==> config.mk <==
export PLATFORM = sky130hd
export DESIGN_NAME = mcp_front
export DESIGN_NICKNAME = d
export VERILOG_FILES = /design/src/rtl/core/matrix_column_product_unit_macros.svh /design/src/rtl/core/mcp_pkg.sv /design/src/rtl/core/mcp_front.sv
export SDC_FILE = /design/constraint.sdc
export NUM_CORES = 1
export LEC_CHECK = 0
export ABC_AREA = 0
export BUFFER_PORTS_ARGS = -buffer_cell sky130_fd_sc_hd__buf_2
export CAP_MARGIN = 20
export CORE_AREA = 3 3 133 135
export DETAILED_ROUTE_END_ITERATION = 16
export DIE_AREA = 0 0 136 138
export GPL_ROUTABILITY_DRIVEN = 0
export GPL_TIMING_DRIVEN = 0
export PLACE_DENSITY = 0.61
export SLEW_MARGIN = 0
export SYNTH_ARGS = -nofsm -noshare
export SYNTH_HDL_FRONTEND = slang
export SYNTH_SLANG_ARGS = --single-unit
==> constraint.sdc <==
create_clock -name i_clk -period 2.45 [get_ports i_clk]
set_input_delay 0.49 -clock i_clk [delete_from_list [all_inputs] [get_ports i_clk]]
set_output_delay 0.49 -clock i_clk [all_outputs]
set_load 0.05 [all_outputs]
==> src/rtl/core/matrix_column_product_unit_macros.svh <==
// ----------------------------------------------------------------------------
// Assertion macros for the matrix column product unit
// Concurrent checks that compile away when SYNTHESIS is defined.
// ----------------------------------------------------------------------------
`ifndef MATRIX_COLUMN_PRODUCT_UNIT_MACROS_SVH
`define MATRIX_COLUMN_PRODUCT_UNIT_MACROS_SVH

`ifndef SYNTHESIS
// Property must hold at every clock edge outside reset
`define MCP_ASSERT(lbl, clk, rst_n, prop) \
    lbl: assert property (@(posedge clk) disable iff (!rst_n) prop) \
        else $error("mcp check failed");
// Condition must never be true outside reset
`define MCP_ASSERT_NEVER(lbl, clk, rst_n, cond) \
    lbl: assert property (@(posedge clk) disable iff (!rst_n) !(cond)) \
        else $error("mcp forbidden condition");
`else
`define MCP_ASSERT(lbl, clk, rst_n, prop)
`define MCP_ASSERT_NEVER(lbl, clk, rst_n, cond)
`endif

`endif

==> src/rtl/core/mcp_pkg.sv <==
// ----------------------------------------------------------------------------
// mcp_pkg
// Shared codes, widths and types of the matrix column product unit.
// ----------------------------------------------------------------------------
package mcp_pkg;

    // Field widths
    localparam int CMD_W       = 2;
    localparam int IDX_W       = 4;
    localparam int VAL_W       = 32;
    localparam int CNT_W       = 5;
    localparam int IN_TDATA_W  = 48;
    localparam int OUT_TDATA_W = 40;

    // Command codes
    localparam logic [CMD_W-1:0] CMD_WR_A    = 2'd0;
    localparam logic [CMD_W-1:0] CMD_WR_B    = 2'd1;
    localparam logic [CMD_W-1:0] CMD_COMPUTE = 2'd2;

    // Configuration register indexes
    localparam logic CFG_A_ROW_COUNT  = 1'b0;
    localparam logic CFG_INNER_LENGTH = 1'b1;

    // Command queue between front and back
    localparam int QDEPTH = 4;
    localparam int QPTR_W = 2;
    localparam int QCNT_W = 3;

    typedef enum logic [1:0] {
        OP_WR_A,
        OP_WR_B,
        OP_COMPUTE
    } t_op_kind;

    typedef struct packed {
        t_op_kind           kind;
        logic [IDX_W-1:0]   row;
        logic [IDX_W-1:0]   col;
        logic [VAL_W-1:0]   value;
    } t_op;

endpackage

==> src/rtl/core/mcp_front.sv <==
// ----------------------------------------------------------------------------
// mcp_front
// Accepts input beats, drops unused command codes and commands with out-of-range indexes, and queues the rest.
// ----------------------------------------------------------------------------
module mcp_front import mcp_pkg::*; #(
    parameter int MAX_DIM = 16
) (
    input  logic                  i_clk,
    input  logic                  i_rst_n,
    input  logic                  i_valid,
    output logic                  o_ready,
    input  logic [CMD_W-1:0]      i_command,
    input  logic [IDX_W-1:0]      i_row_index,
    input  logic [IDX_W-1:0]      i_col_index,
    input  logic [VAL_W-1:0]      i_element_value,
    output logic                  o_op_valid,
    output t_op                   o_op,
    input  logic                  i_op_pop
);

    localparam int               LIM   = (MAX_DIM < 16) ? MAX_DIM : 16;
    localparam logic [CNT_W-1:0] LIM_C = CNT_W'(LIM);

    t_op                r_q [QDEPTH];
    logic [QPTR_W-1:0]  r_wp;
    logic [QPTR_W-1:0]  r_rp;
    logic [QCNT_W-1:0]  r_count;

    logic               w_accept;
    logic               w_keep;
    logic               w_push;
    logic               w_row_ok;
    logic               w_col_ok;
    t_op                w_op;

    assign o_ready    = (r_count != QCNT_W'(QDEPTH));
    assign w_accept   = i_valid && o_ready;
    assign o_op_valid = (r_count != '0);
    assign o_op       = r_q[r_rp];

    assign w_row_ok = ({1'b0, i_row_index} < LIM_C);
    assign w_col_ok = ({1'b0, i_col_index} < LIM_C);

    // Classify the command; drop unused codes and out-of-range indexes
    always_comb begin
        w_op.row   = i_row_index;
        w_op.col   = i_col_index;
        w_op.value = i_element_value;
        w_op.kind  = OP_WR_A;
        w_keep     = 1'b0;
        unique case (i_command)
            CMD_WR_A: begin
                w_op.kind = OP_WR_A;
                w_keep    = w_row_ok && w_col_ok;
            end
            CMD_WR_B: begin
                w_op.kind = OP_WR_B;
                w_keep    = w_row_ok && w_col_ok;
            end
            CMD_COMPUTE: begin
                w_op.kind = OP_COMPUTE;
                w_keep    = w_col_ok;
            end
            default: begin
                w_keep    = 1'b0;
            end
        endcase
    end

    assign w_push = w_accept && w_keep;

    // Store the queued command
    always_ff @(posedge i_clk) begin
        if (w_push) begin
            r_q[r_wp] <= w_op;
        end
    end

    // Advance pointers and fill count
    always_ff @(posedge i_clk) begin
        if (!i_rst_n) begin
            r_wp    <= '0;
            r_rp    <= '0;
            r_count <= '0;
        end else begin
            if (w_push) begin
                r_wp <= r_wp + QPTR_W'(1);
            end
            if (i_op_pop) begin
                r_rp <= r_rp + QPTR_W'(1);
            end
            case ({w_push, i_op_pop})
                2'b10:   r_count <= r_count + QCNT_W'(1);
                2'b01:   r_count <= r_count - QCNT_W'(1);
                default: r_count <= r_count;
            endcase
        end
    end

endmodule

==> results of run 1 <==
[cell families after synthesis]
kind of cell,after synthesis
adder cells (fa/ha/maj),6
AO/OA/AOI/OAI,3
XOR/XNOR,4
multiplexers,45
buffers and inverters,15
flip-flops,177
AND/OR/NAND/NOR,20
[worst paths after layout]
check	startpoint	to
setup / recovery	register	o_op[15]
hold reg to reg	r_wp[1]	r_wp[1]
hold / removal	i_element_value[0]	r_q[3][0]
setup reg to reg	r_count[0]	r_count[2]
[per-stage QoR]
stage	hold slack [ns]	area (sq um)	cells
finish	0.284	7970	613
global route	0.266	7970	613
CTS	0.262	7960	613
detailed placement	0.485	7410	582
global placement	0.476	7320	578
floorplan	0.468	6610	270
[power by group through the flow]
stage / logic, mW / clock network (mW) / registers [mW]
2_1_floorplan: 0.884 / 0 / 3.60
3_3_place_gp: 1.15 / 0 / 3.61
3_5_place_dp: 1.19 / 0 / 3.61
4_1_cts: 1.19 / 2.53 / 3.54
5_1_grt: 1.24 / 2.65 / 3.56
6_report: 1.17 / 2.46 / 3.54
[sequential cells by signal, summed over array words and instances, names as in the netlist, named ones only]
name,cells
r_count,3
r_rp,2
r_wp,2
r_q,168
[cell usage in the layout (no fill, tap or decap), types with 4 or more instances in the layout]
cell type / synthesis / layout
edfxtp_1: 168 / 168
buf_2: 4 / 88
mux4_2: 40 / 40
clkbuf_16: 0 / 17
dfxtp_1: 9 / 9
buf_12: 4 / 8
nand2_1: 6 / 6
ha_1: 5 / 5
inv_1: 4 / 4
and2_2: 0 / 4
and2_1: 8 / 4
[synth_stat cells]
cell type,number
nand2_1,6
buf_6,1
mux4_1,2
buf_12,4
dfxtp_1,9
fa_1,1
xnor2_1,3
o21ai_0,1
edfxtp_1,168
mux2i_1,3
and2_1,8
a221oi_4,1
inv_1,4
xor2_1,1
a21boi_0,1
nor2b_1,3
or3_1,2
clkbuf_1,2
ha_1,5
mux4_2,40
nor2_1,1
buf_2,4
[layout make-up]
| type | count | area (sq um) |
|---|---|---|
| fill | 1407 | 8620 |
| sequential | 177 | 5230 |
| multi-input combinational | 78 | 1250 |
| timing repair buffer | 93 | 528 |
| clock buffer | 18 | 429 |
| tap | 220 | 275 |
| buffer | 10 | 125 |
| clock inverter | 13 | 115 |
| inverter | 4 | 15.0 |
[worst max-delay path, stage by stage, from the launching register on]
cell and delay (ns):
dfxtp_1 0.32, buf_6 0.16, buf_12 0.16, mux4_2 0.52, buf_2 0.23
[routing by layer]
metal / up-vias / GRT usage (%)
li1: 1351 / -
met1: 1508 / 15.6
met2: 72 / 20.9
met3: 11 / 4.14
met4: 2 / 5.25
met5: - / 0
[repair_timing]
item                       in CTS  in global routing
setup endpoints to repair       2                 21
resized for setup               2                  2
pin swaps                       0                  1
buffers inserted                0                  1
==> impl_metrics.csv, run 1 <==
group,metric,value,unit
outcome,outcome,"complete, no violations",
clock_network,cts_tree,"built",
logic_synthesis,syn_area_per_cell,24.5,sq um
clock_network,root_buffer,"clkbuf_16",
layout,layout.nets,433,
power_and_ir_drop,internal_power,5.26,mW
clock_network,cts_sinks,177,
die,die_h,138,microns
logic_synthesis,yosys_register_bits,177,
global_routing,grt_pass1_wl,17.6,mm
timing,slew_headroom,61.0,%
critical_path,regToRegSetupSlack,0.26,ns
logic_synthesis,yosysWarnings,0,
power_and_ir_drop,power_density,900,mW/mm^2
layout,drive_gt1_share,44.8,%
logic_synthesis,synthMuxAreaShare,14.9,%
timing,maxSlewViolCount,0,
route,via_per_inst,4.80,
timing,max_freq,434,MHz
placement,numPortBuffers,88,
critical_path,startpoint_type,"register",
placement,place_ws,-0.0388,ns
power_and_ir_drop,clock_power_share,34.3,%
power_and_ir_drop,power_leakage,2.69,nW
critical_path,path_max_fanout,10,
power_and_ir_drop,seqPwrFrac,49.4,%
critical_path,end_kind,"primary output",
critical_path,rr_worst_depth,8,
job,cap_violations,0,
placement,hpwl,7.17,mm
route,dr.max_layer_used,"met5",
timing,finalWorstSetupSlack,0.144,ns
worst_hold_path,worstHoldPathCells,1,
critical_path,critPathRequiredTime,1.96,ns
logic_synthesis,synth_top_family_by_area,"multiplexers",
clock_network,hold_buffers,0,
die,core-area,0.0166,sq mm
die,rows,47,
power_and_ir_drop,pwr-share-comb,16.3,%
route,drcViolationCount,0,
logic_synthesis,synth_top_area_cell,"edfxtp_1",
logic_synthesis,synth_top_area_share,76.4,%
timing,rsz0062_at_grt,"no",
timing,hold_viol,0,
critical_path,critical_path_class,"register to primary output",
route,wl_met2,5.85,mm
global_routing,grt_overflow,0,
clock_network,path_clk_slew,0.07,ns
timing,clock_skew,0.00609,ns
layout,num_antenna_cells,0,
die,io_pins,90,
die,start_util,39.8,%
timing,fin_crit,2.31,ns
logic_synthesis,synth_compound_area_share,0.587,%
die,fp.dieW,136,microns
route,vias,2944,
logic_synthesis,netlist_area,0.00661,sq mm
route,wl,11.4,mm
logic_synthesis,synth.distinct_cells,22,
logic_synthesis,synth_adder_area_share,1.25,%
route,antenna_left,0,
power_and_ir_drop,p_switching,1.91,mW
logic_synthesis,synth_area_leaders,"edfxtp_1 76%, mux4_2 14%, dfxtp_1 2.7%",
global_routing,antenna_found_initial,1,
power_and_ir_drop,power,7.17,mW
logic_synthesis,syn-instance-count,270,
logic_synthesis,seq_area_frac_synth,79.1,%
layout,final_util,48.0,%
timing,fin_crit_sh,94.1,%
timing,setup_viol_count_final,0,
logic_synthesis,yosys.area_share.xor_xnor,0.530,%
power_and_ir_drop,ir_worst_vdd,0.517,mV
route,drtIter0Drc,141,
timing,tns,0,ns
global_routing,grt.total_usage,12.8,%
power_and_ir_drop,swShare,26.6,%
die,die_area,0.0188,sq mm
logic_synthesis,synth-simple-area-share,1.63,%
logic_synthesis,synth_nets,322,
clock_network,clk_latency,0.42,ns
clock_network,cts_buffers,17,
worst_hold_path,hp-class,"input pin to register",
clock_network,cts_max_level,4,
route,wl_met3,661,microns
route,dr.pass1.iters,4,
clock_network,clockBufferDepth,2,
global_routing,grt_max_degree,31,
critical_path,critPathArrivalTime,1.82,ns
route,routedWlPerCell,18.6,microns
route,wl_met1,4.78,mm
global_routing,grt_pass1_vias,3267,
layout,area_growth,20.6,%
timing,tightest_slew,0.586,ns
Note: power is estimated with default switching activity, not from simulation.
==> inputs of run 2 (changes only) <==
Settings changed: HOLD_SLACK_MARGIN set to 0.12, MAX_ROUTING_LAYER set to met4.
==> impl_metrics.csv, run 2 (synthesized netlist as in run 1, its figures left out) <==
group,metric,value,unit
timing,hold_viol,0,
critical_path,path_max_fanout,10,
route,antenna_left,0,
timing,tightest_slew,0.585,ns
global_routing,grt.total_usage,13.1,%
layout,largest_register_ffs,168,
global_routing,antenna_found_initial,1,
route,dr.pass1.iters,4,
timing,holdWs,0.284,ns
power_and_ir_drop,internal_power,5.26,mW
die,core-area,0.0166,sq mm
timing,clock_skew,0.00839,ns
layout,top_register,"r_q",
timing,fin_crit,2.30,ns
layout,fin_area,0.00797,sq mm
critical_path,max_stage_delay,0.52,ns
route,wl,11.4,mm
timing,max_freq,434,MHz
route,drcViolationCount,0,
die,start_util,39.8,%
global_routing,grt_max_degree,31,
layout,nFillCells,1406,
route,via_per_inst,4.79,
placement,hpwl,7.17,mm
layout,area_growth,20.6,%
critical_path,startpoint_type,"register",
power_and_ir_drop,ir_worst_vdd,0.516,mV
timing,maxSlewViolCount,0,
die,io_pins,90,
global_routing,grt_pass1_wl,17.6,mm
power_and_ir_drop,swShare,26.6,%
power_and_ir_drop,power_leakage,2.69,nW
job,cap_violations,0,
power_and_ir_drop,pwr-share-comb,16.2,%
route,drtIter0Drc,155,
power_and_ir_drop,power_density,900,mW/mm^2
clock_network,root_buffer,"clkbuf_16",
power_and_ir_drop,seqPwrFrac,49.4,%
layout,drive_gt1_share,44.8,%
layout,layout.nets,433,
critical_path,r2r_start,"r_count[0]",
route,routedWlPerCell,18.6,microns
die,die_area,0.0188,sq mm
critical_path,regToRegSetupSlack,0.26,ns
critical_path,critPathArrivalTime,1.81,ns
global_routing,grt_pass1_vias,3263,
global_routing,grt_overflow,0,
critical_path,r2r_end,"r_count[2]",
die,rows,47,
layout,layout.cells.most_common_list,"168 x edfxtp_1, 88 x buf_2, 40 x mux4_2",
outcome,outcome,"complete, no violations",
clock_network,clockBufferDepth,2,
power_and_ir_drop,p_switching,1.91,mW
timing,setup_viol_count_final,0,
clock_network,cts_buffers,17,
timing,fin_crit_sh,94.0,%
route,vias,2943,
clock_network,path_clk_slew,0.07,ns
worst_hold_path,hp-class,"input pin to register",
placement,numPortBuffers,88,
critical_path,critPathRequiredTime,1.96,ns
placement,placed_cell_area,0.00741,sq mm
critical_path,rr_worst_depth,8,
clock_network,cts_tree,"built",
clock_network,cts_max_level,4,
die,fp.dieW,136,microns
critical_path,critical_path_class,"register to primary output",
timing,slew_headroom,61.0,%
critical_path,path_cells,"buf_6 -> buf_12 -> mux4_2 -> buf_2",
clock_network,cts_sinks,177,
worst_hold_path,worstHoldPathCells,1,
critical_path,end_kind,"primary output",
clock_network,clk_latency,0.42,ns
layout,top_regs,"r_q: 168 flops, r_count: 3 flops",
critical_path,crit_path_top_delay_cell,"mux4_2",
power_and_ir_drop,clock_power_share,34.4,%
critical_path,crit_end,"o_op[15]",
die,die_h,138,microns
layout,layout_commonest_cell,"edfxtp_1",
timing,rsz0062_at_grt,"no",
run 2: metrics by stage:
step                power, mW  std cells  utilization (%)  TNS [ns]  setup slack, ns
floorplan                4.48        270                -         0            0.110
global placement         4.76        578             44.2   -163.31           -0.990
detailed placement       4.80        582             44.7   -0.0388          -0.0388
CTS                      7.27        613             48.0  -0.00307         -0.00307
global route             7.45        614             48.0         0           0.0552
finish                   7.17        614             48.0         0            0.146
run 2: final cells by class:
| cell class | count | area, sq um | share of cell area, % |
|---|---|---|---|
| antenna | 1 | 2.50 | 0.0314 |
| buffer | 10 | 125 | 1.57 |
| sequential | 177 | 5230 | 65.6 |
| tap | 220 | 275 | 3.45 |
| inverter | 4 | 15.0 | 0.188 |
| multi-input combinational | 78 | 1250 | 15.7 |
| timing repair buffer | 93 | 528 | 6.63 |
| clock inverter | 13 | 115 | 1.44 |
| clock buffer | 18 | 429 | 5.39 |
run 2: timing repair:
action	in CTS	in global routing
buffers inserted	0	1
hold buffers	0	0
gates resized for setup	2	2
setup endpoints to repair	2	21
endpoints found under the hold margin	0	0
pin swaps	0	1
run 2: worst min path at each step:
| stage | slack, ns | to | startpoint |
|---|---|---|---|
| 5_1_grt | 0.27 | r_q[3][21] | i_element_value[21] |
| 3_3_place_gp | 0.48 | r_wp[0] | r_wp[0] |
| 6_report | 0.28 | r_q[3][0] | i_element_value[0] |
| 2_1_floorplan | 0.47 | r_wp[1] | r_wp[1] |
| 3_5_place_dp | 0.49 | r_wp[1] | r_wp[1] |
| 4_1_cts | 0.26 | r_q[3][3] | i_element_value[3] |
run 2: worst max-delay path: cells and delay by family (launching register included):
kind     cells  cell delay [ns]
buf+inv      3             0.55
flops        1             0.32
mux          1             0.52
run 2: layer usage:
| metal | global-route usage [%] | routed length [microns] | up-vias |
|---|---|---|---|
| li1 | - | - | 1355 |
| met1 | 15.8 | 4860 | 1508 |
| met2 | 20.9 | 5800 | 70 |
| met3 | 4.00 | 639 | 10 |
| met4 | 5.09 | 128 | 0 |
| met5 | - | 0 | - |
run 2: power groups by stage:
stage | sequential, mW | clock, mW | combinational [mW]
global placement | 3.61 | 0 | 1.15
detailed placement | 3.61 | 0 | 1.19
global route | 3.56 | 2.65 | 1.24
finish | 3.54 | 2.47 | 1.17
floorplan | 3.60 | 0 | 0.884
CTS | 3.54 | 2.53 | 1.19
